$ cat src/design/ohdm_pkg.sv
// Package for the omni drive heading mixer: shared types, register indexes,
// reset values, fixed-point constants and the sector drive table.
// No dependencies.
`timescale 1ns / 1ps

package ohdm_pkg;

   // Configuration register indexes.
   localparam logic [1:0] CSR_BATTERY_THRESHOLD = 2'd0;
   localparam logic [1:0] CSR_HEADING_CENTER    = 2'd1;
   localparam logic [1:0] CSR_HEADING_LIMIT     = 2'd2;
   localparam logic [1:0] CSR_RECOVERY_DRIVE    = 2'd3;

   // Reset values of the configuration registers.
   localparam logic [7:0] BATTERY_THRESHOLD_RESET = 8'd95;
   localparam logic [8:0] HEADING_CENTER_RESET    = 9'd180;
   localparam logic [7:0] HEADING_LIMIT_RESET     = 8'd100;
   localparam logic [6:0] RECOVERY_DRIVE_RESET    = 7'd90;

   // Highest travel sector that produces a result.
   localparam logic [3:0] SECTOR_LAST = 4'd11;

   // heading / 10 as (heading * 52429) >> 19, exact for 12-bit headings.
   localparam logic [15:0] TENTH_RECIP = 16'd52429;
   localparam int          TENTH_SHIFT = 19;

   // mag * 255 / 100 as (mag * 1336965) >> 19, exact for mag below 100.
   localparam logic [20:0] DUTY_RECIP = 21'd1336965;
   localparam int          DUTY_SHIFT = 19;
   localparam logic [9:0]  DUTY_SAT_MAG = 10'd100;
   localparam logic [7:0]  DUTY_MAX = 8'd255;

   // Wheel coefficient in units of power/2: +2, +1, 0, -1, -2.
   typedef logic signed [2:0] coef_type;

   localparam coef_type COEF_FULL_POS = 3'sd2;
   localparam coef_type COEF_HALF_POS = 3'sd1;
   localparam coef_type COEF_ZERO     = 3'sd0;
   localparam coef_type COEF_HALF_NEG = -3'sd1;
   localparam coef_type COEF_FULL_NEG = -3'sd2;

   typedef struct packed {
      coef_type a;
      coef_type b;
      coef_type c;
   } coef_set_type;

   // Registered input transaction.
   typedef struct packed {
      logic [3:0] direction;
      logic [6:0] power;
      logic [8:0] heading_deg;
      logic [7:0] battery_level;
   } item_type;

   // Heading correction mode shared by all three wheels.
   typedef struct packed {
      logic spin_fwd;
      logic spin_rev;
   } spin_type;

   function automatic coef_set_type sector_coefs(input logic [3:0] sector);
      coef_set_type coefs;
      unique case (sector)
         4'd0:    coefs = '{COEF_FULL_POS, COEF_ZERO,     COEF_FULL_NEG};
         4'd1:    coefs = '{COEF_HALF_POS, COEF_HALF_POS, COEF_FULL_NEG};
         4'd2:    coefs = '{COEF_ZERO,     COEF_FULL_POS, COEF_FULL_NEG};
         4'd3:    coefs = '{COEF_HALF_NEG, COEF_FULL_POS, COEF_HALF_NEG};
         4'd4:    coefs = '{COEF_FULL_NEG, COEF_FULL_POS, COEF_ZERO};
         4'd5:    coefs = '{COEF_FULL_NEG, COEF_HALF_POS, COEF_HALF_POS};
         4'd6:    coefs = '{COEF_FULL_NEG, COEF_ZERO,     COEF_FULL_POS};
         4'd7:    coefs = '{COEF_HALF_NEG, COEF_HALF_NEG, COEF_FULL_POS};
         4'd8:    coefs = '{COEF_ZERO,     COEF_FULL_NEG, COEF_FULL_POS};
         4'd9:    coefs = '{COEF_HALF_POS, COEF_FULL_NEG, COEF_HALF_POS};
         4'd10:   coefs = '{COEF_FULL_POS, COEF_FULL_NEG, COEF_ZERO};
         4'd11:   coefs = '{COEF_FULL_POS, COEF_HALF_NEG, COEF_HALF_NEG};
         default: coefs = '{COEF_ZERO,     COEF_ZERO,     COEF_ZERO};
      endcase
      return coefs;
   endfunction

endpackage

$ cat src/design/omni_drive_heading_mixer_unit.sv
// Top level of the omni drive heading mixer: configuration registers, the
// fault latch, three wheel mixers and the result register.
// Depends on ohdm_pkg, ohdm_input_stage and ohdm_wheel.
`timescale 1ns / 1ps

// Usage:
// A request transaction carries a travel sector, a power level, a compass
// heading in tenths of a degree and a battery reading. Each request with a
// sector of 0 to 11 yields exactly one response transaction with three wheel
// duties, three reverse bits and the low battery flag. Requests with a sector
// above 11 are accepted and dropped without a response.
// Path: the edge that accepts a request loads the input register (where
// the heading is cut to whole degrees); the result register loads when the
// input register moves on, and rsp_valid rises with it.
// Throughput is one transaction per cycle; the block
// keeps taking requests while a response waits, as long as the input
// register can move on. When the receiver stalls, the result register holds
// and the input register fills, after which req_ready drops until rsp_ready
// returns.
// Reset clears both pipeline stages, the low battery fault latch and loads
// the configuration registers with their default values. Once latched, the
// fault stays set until reset and forces all duties and reverse bits to zero.
// Configuration writes take effect at once and are meant to happen only while
// no transaction is in flight.

module omni_drive_heading_mixer_unit (
   input  logic        clock,
   input  logic        reset,
   // Configuration port
   input  logic        csr_write_enable,
   input  logic [1:0]  csr_index,
   input  logic [8:0]  csr_write_data,
   // Request channel
   input  logic        req_valid,
   output logic        req_ready,
   input  logic [3:0]  req_direction,
   input  logic [6:0]  req_power,
   input  logic [11:0] req_heading,
   input  logic [7:0]  req_battery_level,
   // Response channel
   output logic        rsp_valid,
   input  logic        rsp_ready,
   output logic [7:0]  rsp_duty_a,
   output logic        rsp_reverse_a,
   output logic [7:0]  rsp_duty_b,
   output logic        rsp_reverse_b,
   output logic [7:0]  rsp_duty_c,
   output logic        rsp_reverse_c,
   output logic        rsp_low_battery
);

   // Configuration registers.
   logic [7:0] battery_threshold_ff;
   logic [8:0] heading_center_ff;
   logic [7:0] heading_limit_ff;
   logic [6:0] recovery_drive_ff;

   always_ff @(posedge clock) begin
      if (reset) begin
         battery_threshold_ff <= ohdm_pkg::BATTERY_THRESHOLD_RESET;
         heading_center_ff    <= ohdm_pkg::HEADING_CENTER_RESET;
         heading_limit_ff     <= ohdm_pkg::HEADING_LIMIT_RESET;
         recovery_drive_ff    <= ohdm_pkg::RECOVERY_DRIVE_RESET;
      end else if (csr_write_enable) begin
         unique case (csr_index)
            ohdm_pkg::CSR_BATTERY_THRESHOLD: battery_threshold_ff <= csr_write_data[7:0];
            ohdm_pkg::CSR_HEADING_CENTER:    heading_center_ff    <= csr_write_data;
            ohdm_pkg::CSR_HEADING_LIMIT:     heading_limit_ff     <= csr_write_data[7:0];
            ohdm_pkg::CSR_RECOVERY_DRIVE:    recovery_drive_ff    <= csr_write_data[6:0];
            default: ;
         endcase
      end
   end

   // Input register stage.
   logic               item_valid;
   ohdm_pkg::item_type item;
   logic               advance;
   logic               rsp_valid_ff;
   logic               rsp_valid_in;

   // The input register moves on whenever the result register is empty or
   // its transaction is being taken this cycle.
   assign advance = item_valid && (!rsp_valid_ff || rsp_ready);

   ohdm_input_stage u_input_stage (
      .clock             (clock),
      .reset             (reset),
      .req_valid         (req_valid),
      .req_ready         (req_ready),
      .req_direction     (req_direction),
      .req_power         (req_power),
      .req_heading       (req_heading),
      .req_battery_level (req_battery_level),
      .advance           (advance),
      .item_valid        (item_valid),
      .item              (item)
   );

   // Fault latch. The battery check of the current transaction counts for
   // its own response, so the forced-zero condition looks at both.
   logic fault_ff;
   logic fault_in;
   logic battery_low;
   logic fault_now;

   assign battery_low = item.battery_level < battery_threshold_ff;
   assign fault_now   = fault_ff || battery_low;
   assign fault_in    = fault_ff || (advance && battery_low);

   // Heading error in whole degrees and the spin recovery decision.
   logic signed [10:0]     heading_err;
   logic signed [10:0]     limit_pos;
   ohdm_pkg::spin_type     spin;
   ohdm_pkg::coef_set_type coefs;

   always_comb begin
      heading_err   = $signed({2'b00, item.heading_deg}) - $signed({2'b00, heading_center_ff});
      limit_pos     = $signed({3'b000, heading_limit_ff});
      spin.spin_fwd = heading_err > limit_pos;
      spin.spin_rev = heading_err < -limit_pos;
      coefs         = ohdm_pkg::sector_coefs(item.direction);
   end

   logic [7:0] duty_a;
   logic [7:0] duty_b;
   logic [7:0] duty_c;
   logic       reverse_a;
   logic       reverse_b;
   logic       reverse_c;

   ohdm_wheel u_wheel_a (
      .coef           (coefs.a),
      .power          (item.power),
      .heading_err    (heading_err),
      .spin           (spin),
      .recovery_drive (recovery_drive_ff),
      .duty           (duty_a),
      .reverse        (reverse_a)
   );

   ohdm_wheel u_wheel_b (
      .coef           (coefs.b),
      .power          (item.power),
      .heading_err    (heading_err),
      .spin           (spin),
      .recovery_drive (recovery_drive_ff),
      .duty           (duty_b),
      .reverse        (reverse_b)
   );

   ohdm_wheel u_wheel_c (
      .coef           (coefs.c),
      .power          (item.power),
      .heading_err    (heading_err),
      .spin           (spin),
      .recovery_drive (recovery_drive_ff),
      .duty           (duty_c),
      .reverse        (reverse_c)
   );

   // Result register.
   logic [7:0] duty_a_ff;
   logic [7:0] duty_b_ff;
   logic [7:0] duty_c_ff;
   logic       reverse_a_ff;
   logic       reverse_b_ff;
   logic       reverse_c_ff;
   logic       low_battery_ff;

   assign rsp_valid_in = advance || (rsp_valid_ff && !rsp_ready);

   always_ff @(posedge clock) begin
      if (reset) begin
         rsp_valid_ff <= 1'b0;
         fault_ff     <= 1'b0;
      end else begin
         rsp_valid_ff <= rsp_valid_in;
         fault_ff     <= fault_in;
      end
   end

   always_ff @(posedge clock) begin
      if (advance) begin
         duty_a_ff      <= fault_now ? 8'd0 : duty_a;
         duty_b_ff      <= fault_now ? 8'd0 : duty_b;
         duty_c_ff      <= fault_now ? 8'd0 : duty_c;
         reverse_a_ff   <= !fault_now && reverse_a;
         reverse_b_ff   <= !fault_now && reverse_b;
         reverse_c_ff   <= !fault_now && reverse_c;
         low_battery_ff <= fault_now;
      end
   end

   assign rsp_valid       = rsp_valid_ff;
   assign rsp_duty_a      = duty_a_ff;
   assign rsp_reverse_a   = reverse_a_ff;
   assign rsp_duty_b      = duty_b_ff;
   assign rsp_reverse_b   = reverse_b_ff;
   assign rsp_duty_c      = duty_c_ff;
   assign rsp_reverse_c   = reverse_c_ff;
   assign rsp_low_battery = low_battery_ff;

endmodule

$ cat src/design/ohdm_input_stage.sv
// Input register stage of the omni drive heading mixer. Converts the heading
// to whole degrees and drops transactions with an unused sector.
// Depends on ohdm_pkg.
`timescale 1ns / 1ps

module ohdm_input_stage (
   input  logic              clock,
   input  logic              reset,
   input  logic              req_valid,
   output logic              req_ready,
   input  logic [3:0]        req_direction,
   input  logic [6:0]        req_power,
   input  logic [11:0]       req_heading,
   input  logic [7:0]        req_battery_level,
   input  logic              advance,
   output logic              item_valid,
   output ohdm_pkg::item_type item
);

   logic               valid_ff;
   logic               valid_in;
   ohdm_pkg::item_type item_ff;
   ohdm_pkg::item_type item_in;
   logic [27:0]        tenth_prod;
   logic               load;

   assign req_ready = !valid_ff || advance;
   assign load      = req_valid && req_ready && (req_direction <= ohdm_pkg::SECTOR_LAST);

   assign tenth_prod = {16'd0, req_heading} * {12'd0, ohdm_pkg::TENTH_RECIP};

   always_comb begin
      item_in.direction     = req_direction;
      item_in.power         = req_power;
      item_in.heading_deg   = tenth_prod[ohdm_pkg::TENTH_SHIFT +: 9];
      item_in.battery_level = req_battery_level;
      valid_in              = load || (valid_ff && !advance);
   end

   always_ff @(posedge clock) begin
      if (reset) begin
         valid_ff <= 1'b0;
      end else begin
         valid_ff <= valid_in;
      end
   end

   always_ff @(posedge clock) begin
      if (load) begin
         item_ff <= item_in;
      end
   end

   assign item_valid = valid_ff;
   assign item       = item_ff;

endmodule

$ cat src/design/ohdm_wheel.sv
// One wheel of the omni drive heading mixer: table drive plus heading
// correction, then magnitude scaling to a pwm duty and a reverse bit.
// Depends on ohdm_pkg.
`timescale 1ns / 1ps

module ohdm_wheel (
   input  ohdm_pkg::coef_type coef,
   input  logic [6:0]         power,
   input  logic signed [10:0] heading_err,
   input  ohdm_pkg::spin_type spin,
   input  logic [6:0]         recovery_drive,
   output logic [7:0]         duty,
   output logic               reverse
);

   logic signed [8:0]  base;
   logic signed [11:0] sum;
   logic signed [11:0] sum_adj;
   logic signed [10:0] mix_drive;
   logic signed [10:0] drive;
   logic [10:0]        mag;
   logic [27:0]        duty_prod;

   always_comb begin
      unique case (coef)
         ohdm_pkg::COEF_FULL_POS: base = $signed({2'b00, power});
         ohdm_pkg::COEF_HALF_POS: base = $signed({3'b000, power[6:1]});
         ohdm_pkg::COEF_HALF_NEG: base = -$signed({3'b000, power[6:1]});
         ohdm_pkg::COEF_FULL_NEG: base = -$signed({2'b00, power});
         default:                 base = 9'sd0;
      endcase

      // Half-percent sum, halved with truncation toward zero.
      sum       = $signed({{2{base[8]}}, base, 1'b0}) + $signed({heading_err[10], heading_err});
      sum_adj   = sum + $signed({11'd0, sum[11]});
      mix_drive = sum_adj[11:1];

      priority if (spin.spin_fwd) begin
         drive = $signed({4'd0, recovery_drive});
      end else if (spin.spin_rev) begin
         drive = -$signed({4'd0, recovery_drive});
      end else begin
         drive = mix_drive;
      end

      mag       = drive[10] ? 11'(-drive) : 11'(drive);
      duty_prod = {21'd0, mag[6:0]} * {7'd0, ohdm_pkg::DUTY_RECIP};

      if (mag[9:0] >= ohdm_pkg::DUTY_SAT_MAG || mag[10]) begin
         duty = ohdm_pkg::DUTY_MAX;
      end else begin
         duty = duty_prod[ohdm_pkg::DUTY_SHIFT +: 8];
      end
      reverse = drive[10];
   end

endmodule
$ cat config.mk
export PLATFORM = sky130hd
export DESIGN_NAME = omni_drive_heading_mixer_unit
export DESIGN_NICKNAME = d
export VERILOG_FILES = /design/src/design/ohdm_pkg.sv /design/src/design/omni_drive_heading_mixer_unit.sv /design/src/design/ohdm_input_stage.sv /design/src/design/ohdm_wheel.sv
export SDC_FILE = /design/constraint.sdc
export NUM_CORES = 1
export LEC_CHECK = 0
export BUFFER_PORTS_ARGS = -buffer_cell sky130_fd_sc_hd__buf_2
export CAP_MARGIN = 25
export CORE_ASPECT_RATIO = 1.1
export CORE_MARGIN = 4
export CORE_UTILIZATION = 46
export CTS_CLUSTER_DIAMETER = 50
export DETAILED_ROUTE_END_ITERATION = 6
export PLACE_DENSITY_LB_ADDON = 0.2
export SLEW_MARGIN = 20
export SYNTH_ARGS = -nofsm -noshare
export SYNTH_HDL_FRONTEND = slang
export SYNTH_SLANG_ARGS = --single-unit
$ cat constraint.sdc
create_clock -name clock -period 13.2 [get_ports clock]
set_input_delay 0.66 -clock clock [delete_from_list [all_inputs] [get_ports clock]]
set_output_delay 0.66 -clock clock [all_outputs]
set_load 0.005 [all_outputs]
Word level (Yosys, flattened, before mapping) --
Memory sizes are Yosys's and may differ from the RTL's. A register that Yosys moved wholly into a read port is not among the register bits. Index checks and enable logic that the tools add are counted.
Storage, ports and cells: register bits 91, bits in read-only memories 144, bits of input ports 47, output and inout bits 30, word-level logic and storage cells 103, memories 1
Memory list:
- (no name shown) | words 16, bits a word 9, read ports 1, clocked after memory_dff 1, write ports 0, RTL line ohdm_pkg.sv:64 | unique case (sector)
Operators by class: add/subtract/negate cells 14, $mul 4, magnitude comparators 7, equal/unequal tests 15, multiplexer cells 16, reduce and logical (&&, ||, !) cells 28
Operator list (count):
- 9-bit one-hot mux with 4 select lines | 3
- 11-bit two-way mux | 9
- 7-bit by 21-bit multiplier with 27-bit output (second input constant) | 3
- 12-bit by 2-bit adder with 12-bit output | 3
- 10-bit by 10-bit adder with 11-bit output | 3
- 11-bit negator | 3
- 10-bit by 7-bit >= comparator with 1-bit output (second input constant) | 3
- 12-bit by 16-bit multiplier with 28-bit output (second input constant) | 1
- 8-bit two-way mux | 3
- 3-bit == test (second input constant) | 6
- 10-bit by 11-bit < comparator with 1-bit output | 1
- 7-bit negator with 11-bit output | 1
- 8-bit negator with 11-bit output | 1
- 10-bit by 9-bit > comparator with 1-bit output | 1
- 9-bit by 9-bit subtractor with 10-bit output | 1
- 3-bit by 1-bit == test with 1-bit output (second input constant) | 3
- 3-bit by 2-bit == test with 1-bit output (second input constant) | 3
- 1-bit logical AND | 9
- 1-bit logical OR | 9
- 6-bit negator with 9-bit output | 1
- 7-bit negator with 9-bit output | 1
- 8-bit < comparator | 1
- 2-bit AND reduction | 4
- 1-bit zero test | 5
- other kinds (5) | 6

Longest topological paths before layout --
depth in word-level cells 11, depth in mapped cells 52, gate-level depth less buffers 48

Cells and area by module --
A second synthesis with hierarchy kept.
Unflattened totals: cell total of the unflattened synthesis 2107, area, all modules 17703.2 um^2
Modules (own cells, without submodules):
- ohdm_input_stage | times used 1, cells each 328, area each 3619.7 um^2, sequential area each 860.8 um^2
- ohdm_wheel at u_wheel_c | times used 1, cells each 474, area each 3569.7 um^2, sequential area each 0.0 um^2
- omni_drive_heading_mixer_unit | times used 1, cells each 384, area each 3545.9 um^2, sequential area each 1521.5 um^2
- ohdm_wheel at u_wheel_b | times used 1, cells each 479, area each 3518.4 um^2, sequential area each 0.0 um^2
- ohdm_wheel at u_wheel_a | times used 1, cells each 442, area each 3449.6 um^2, sequential area each 0.0 um^2

Worst setup path after synthesis --
No wires, ideal clock.
kind register -> register, start point reg u_input_stage.item_ff, in the netlist u_input_stage.item[19], end point reg duty_b_ff[7], in the netlist rsp_duty_b[7] (data pin), library setup time 0.146 ns, arrival 9.714 ns, data required time 13.054 ns, setup slack 3.339 ns, cell stages (with the launch flop) 48, path buffers 4, clock period less this slack 9.861 ns, path through edfxtp_1 -> buf_6 -> inv_1 -> ha_1 -> buf_4 -> or3b_1 -> buf_6 -> or3_1 -> nand3_1 -> o21ai_0 -> and2_1 -> ha_1 -> clkbuf_1 -> nand2_1 -> o21ai_0 -> nor3_1 -> a31oi_1 -> nor2_1 -> [... 12 more ...] -> inv_1 -> fa_1 -> inv_1 -> ha_1 -> nand2_1 -> o21bai_1 -> a21o_1 -> a21o_1 -> a21o_1 -> a21o_1 -> a211oi_1 -> a211oi_1 -> o21a_1 -> a311oi_1 -> o31ai_1 -> nor2_1 -> xnor3_1 -> a21oi_1
Between the ends: longest elaborated chain between the ends 11, elaborated cells on any way between the ends 13, those cells by class add/sub: 5; mul: 1; order compare: 1; mux: 5; reduce/logical: 1
RTL lines:
- start, declared | RTL line ohdm_input_stage.sv:22 | ohdm_pkg::item_type item_ff;
- start signal, assigned | RTL line ohdm_input_stage.sv:50 | item_ff <= item_in;
- 7-bit negator with 9-bit output or 6-bit negator with 9-bit output (tied branches) | RTL line ohdm_wheel.sv:29, ohdm_wheel.sv:28
- 9-bit one-hot mux with 4 select lines * | RTL line ohdm_wheel.sv:25 | unique case (coef)
- 10-bit by 10-bit adder with 11-bit output * | RTL line ohdm_wheel.sv:34 | sum = $signed({{2{base[8]}}, base, 1'b0}) + $signed({heading_err[10], heading_err});
- 12-bit by 2-bit adder with 12-bit output * | RTL line ohdm_wheel.sv:35 | sum_adj = sum + $signed({11'd0, sum[11]});
- 11-bit two-way mux * | RTL line ohdm_wheel.sv:40 | end else if (spin.spin_rev) begin
- 11-bit two-way mux * | RTL line ohdm_wheel.sv:38 | priority if (spin.spin_fwd) begin
- 11-bit negator | RTL line ohdm_wheel.sv:46 | mag = drive[10] ? 11'(-drive) : 11'(drive);
- 11-bit two-way mux * | RTL line ohdm_wheel.sv:46
- branches (longest 2 deep; another with 7-bit by 21-bit multiplier with 27-bit output)
- 8-bit two-way mux * | RTL line ohdm_wheel.sv:49 | if (mag[9:0] >= ohdm_pkg::DUTY_SAT_MAG || mag[10]) begin
- end signal, assigned | RTL line omni_drive_heading_mixer_unit.sv:186 | duty_b_ff <= fault_now ? 8'd0 : duty_b;
- end, declared | RTL line omni_drive_heading_mixer_unit.sv:164 | logic [7:0] duty_b_ff;
Every way passes the cells marked *. A chain may end at the register's enable or synchronous reset.

Final worst setup path --
Ends and elaborated chain as after synthesis.

==> impl_metrics.ini <==
[critical_path]
worst_path_max_delay_cell = o41ai_2
path_delay_family = compound AO/OA/AOI/OAI gates
cp_data_arrival_time_ps = 11190
critPathMostFrequentCell = ha_1
max_stage_delay_ps = 640
worstSetupStartpointType = flip-flop
worstReg2RegStart = u_input_stage.item[19]
worstReg2RegEnd = rsp_duty_b[7]
crit_required_ps = 13430
criticalPathCategory = flip-flop to flip-flop
reg2reg_slack_ps = 2240
reg2reg_depth = 43
cp_num_buf_inv = 4
endpoint_kind = flip-flop
crit_fanout = 8

[global_route]
track_usage = 0.2048
grt_max_degree = 36
antenna_found_initial = 0
grt_pass1_wl_um = 65440
grt_pass1_vias = 13143
grt_overflow = 0

[route]
drtAntennaViolNets = 0
drt_iter0_drc = 638
routedWlPerCell_um = 16.51
drt_wl_total_um = 38600
via_count = 13064
drc_errors = 0
dr.pass1.iters = 5
vias_per_cell = 5.588

[synth]
synth_cell_types = 105
syn_avg_cell_area_um2 = 8.758
yosysWarnings = 0
synth.net_count = 2289
synth_cells = 1843
synth_area_leaders = ha_1 24%, fa_1 11%, edfxtp_1 10%
synth_top_area_cell = ha_1
yosysTopAreaCellShare = 0.2434
synth_edf_count = 56
syn_area_mm2 = 0.01614
synth_top_flop_cell = edfxtp_1
async_flop_share = 0
ys_seq_elements = 100
ys_seq_area_frac = 0.1587

[sta]
setup_viol = 0
hold_violations = 0
worst_clock_skew_ps = 6.701
finalCriticalPeriod_ps = 10960
drv_slew = 0
fin_tns_setup_ps = 0
clock.fmax_ghz = 0.09127
postLayoutSetupSlackWorst_ps = 2244
finalCritPeriodShare = 0.8300
relSlewSlack = 0.3606
rsz0062_at_grt = false
worst_pin_slew_ps = 934.9

[placement]
dpl.hpwl_um = 32330
place_congestion = 0.9460
dp_slack_ps = 2265
io_buffers = 76

[cts]
clock_latency_ps = 380
cts_tree = yes
hold_buffers = 0
numCtsBuffers = 9
h-tree-depth = 3
cts-resized-gates = 0
clock-root-buffer = clkbuf_16
clockBufferDepth = 2
clkTransAtPathRegs_ps = 80
post_cts_buffers = 0
clock-sinks = 100

[floorplanning]
start_util = 0.4695
fp.dieArea_mm2 = 0.03816
core_mm2 = 0.03438
die_w_um = 186.6
num_rows = 71
die_h_um = 204.5
io_pins = 77

[layout]
drive_above_1_share = 0.08368
syn2layout_area_growth_pct = 6.899
fin_util = 0.5019
fin_nets = 2341
diodes = 0

[hold_path]
worstHoldEndpoint = u_input_stage.item[7]
hold_path.class = input port to flip-flop
hp-start = req_battery_level[7]
whs_path_depth = 1

[run_status]
status = finished, final reports clean

[job]
maxCapViolations = 0
[kinds of logic (layout without fill, tap and decap cells)]
| kind of cell | Yosys count | in the layout | synth area share |
|---|---|---|---|
| buf+inv | 291 | 348 | 0.07123 |
| compound gates | 414 | 414 | 0.1801 |
| simple gates | 490 | 490 | 0.1519 |
| fa+ha+maj | 399 | 399 | 0.3488 |
| mux | 31 | 31 | 0.01938 |
| flops | 100 | 100 | 0.1587 |
| xor+xnor | 118 | 118 | 0.06976 |
[cells in the mapped netlist (13+ instances only)]
| library cell | instances |
|---|---|
| nand2_1 | 124 |
| o22ai_1 | 16 |
| mux2i_1 | 29 |
| xor2_1 | 40 |
| and3_1 | 16 |
| or2_2 | 15 |
| a21o_1 | 35 |
| clkbuf_1 | 30 |
| and2_1 | 13 |
| fa_1 | 85 |
| nor2b_1 | 25 |
| inv_1 | 243 |
| nand4_1 | 13 |
| a21oi_1 | 101 |
| or3_1 | 17 |
| nand2b_1 | 19 |
| ha_1 | 314 |
| nor2_1 | 124 |
| o21ai_0 | 61 |
| xnor2_1 | 70 |
| edfxtp_1 | 56 |
| nor3_1 | 37 |
| a211o_1 | 14 |
| o21a_1 | 24 |
| a31oi_1 | 13 |
| a211oi_1 | 26 |
| a22oi_1 | 16 |
| nand3b_1 | 16 |
| nand3_1 | 28 |
| dfxtp_1 | 44 |
[area by class of cell]
cell class,count,area [µm²]
Sequential cell,100,2562
Inverter,243,912.1
Multi-Input combinational cell,1452,12440
Clock buffer,9,225.2
Timing Repair Buffer,89,498.0
Clock inverter,7,68.82
Fill cell,3300,17120
Tap cell,438,548.0
[placed cells by master (no fill, tap or decap), types with 16 or more instances in the layout]
master / Yosys / routed
a211oi_1: 26 / 26
nand3b_1: 16 / 16
fa_1: 85 / 85
buf_2: 7 / 76
or3_1: 17 / 17
o21a_1: 24 / 24
nand2_1: 124 / 124
xor2_1: 40 / 40
nand3_1: 28 / 28
edfxtp_1: 56 / 56
nand2b_1: 19 / 19
dfxtp_1: 44 / 44
a22oi_1: 16 / 16
nor2_1: 124 / 124
and3_1: 16 / 16
o22ai_1: 16 / 16
ha_1: 314 / 314
inv_1: 243 / 243
o21ai_0: 61 / 61
nor2b_1: 25 / 24
a21o_1: 35 / 35
nor3_1: 37 / 37
a21oi_1: 101 / 101
mux2i_1: 29 / 28
xnor2_1: 70 / 70
[metrics by stage]
stage	area, µm²	hold slack, ps	cells
after floorplan	16140	436.3	1843
after global placement	16930	446.7	2321
after detailed placement	16930	451.3	2321
after CTS	17230	428.9	2337
after global routing	17260	434.6	2338
final	17260	445.9	2338
[how the worst max path moves through the flow]
stage / startpoint / depth (start not counted) / end / slack (ps)
after CTS: u_input_stage.item[19] / 43 / rsp_duty_b[7] / 2260
after global placement: u_input_stage.item[10] / 38 / rsp_duty_c[7] / 2670
final: u_input_stage.item[19] / 43 / rsp_duty_b[7] / 2240
after global routing: u_input_stage.item[19] / 43 / rsp_duty_b[7] / 1290
after detailed placement: u_input_stage.item[19] / 43 / rsp_duty_b[7] / 2260
after floorplan: u_input_stage.item[19] / 47 / rsp_duty_b[7] / 3340
[flip-flops by register name, summed over array words and instances (netlist names)]
register / count
fault_ff: 1
rsp_duty_a: 8
recovery_drive_ff: 7
rsp_reverse_c: 1
rsp_valid: 1
rsp_reverse_a: 1
u_input_stage.item_valid: 1
rsp_duty_c: 8
heading_limit_ff: 8
rsp_duty_b: 8
rsp_reverse_b: 1
rsp_low_battery: 1
coefs: 9
heading_center_ff: 9
battery_threshold_ff: 8
u_input_stage.item: 28
[layer usage]
metal | vias to the layer above | track usage | wire (µm)
met5 | - | 0 | 0
met4 | 0 | 0.05626 | 832
met3 | 51 | 0.02426 | 1239
met2 | 251 | 0.3601 | 18700
met1 | 6128 | 0.2676 | 17830
li1 | 6634 | - | -
Power is not shown: default switching activity piles up to over one toggle a cycle in this logic, so the estimate is an artifact.
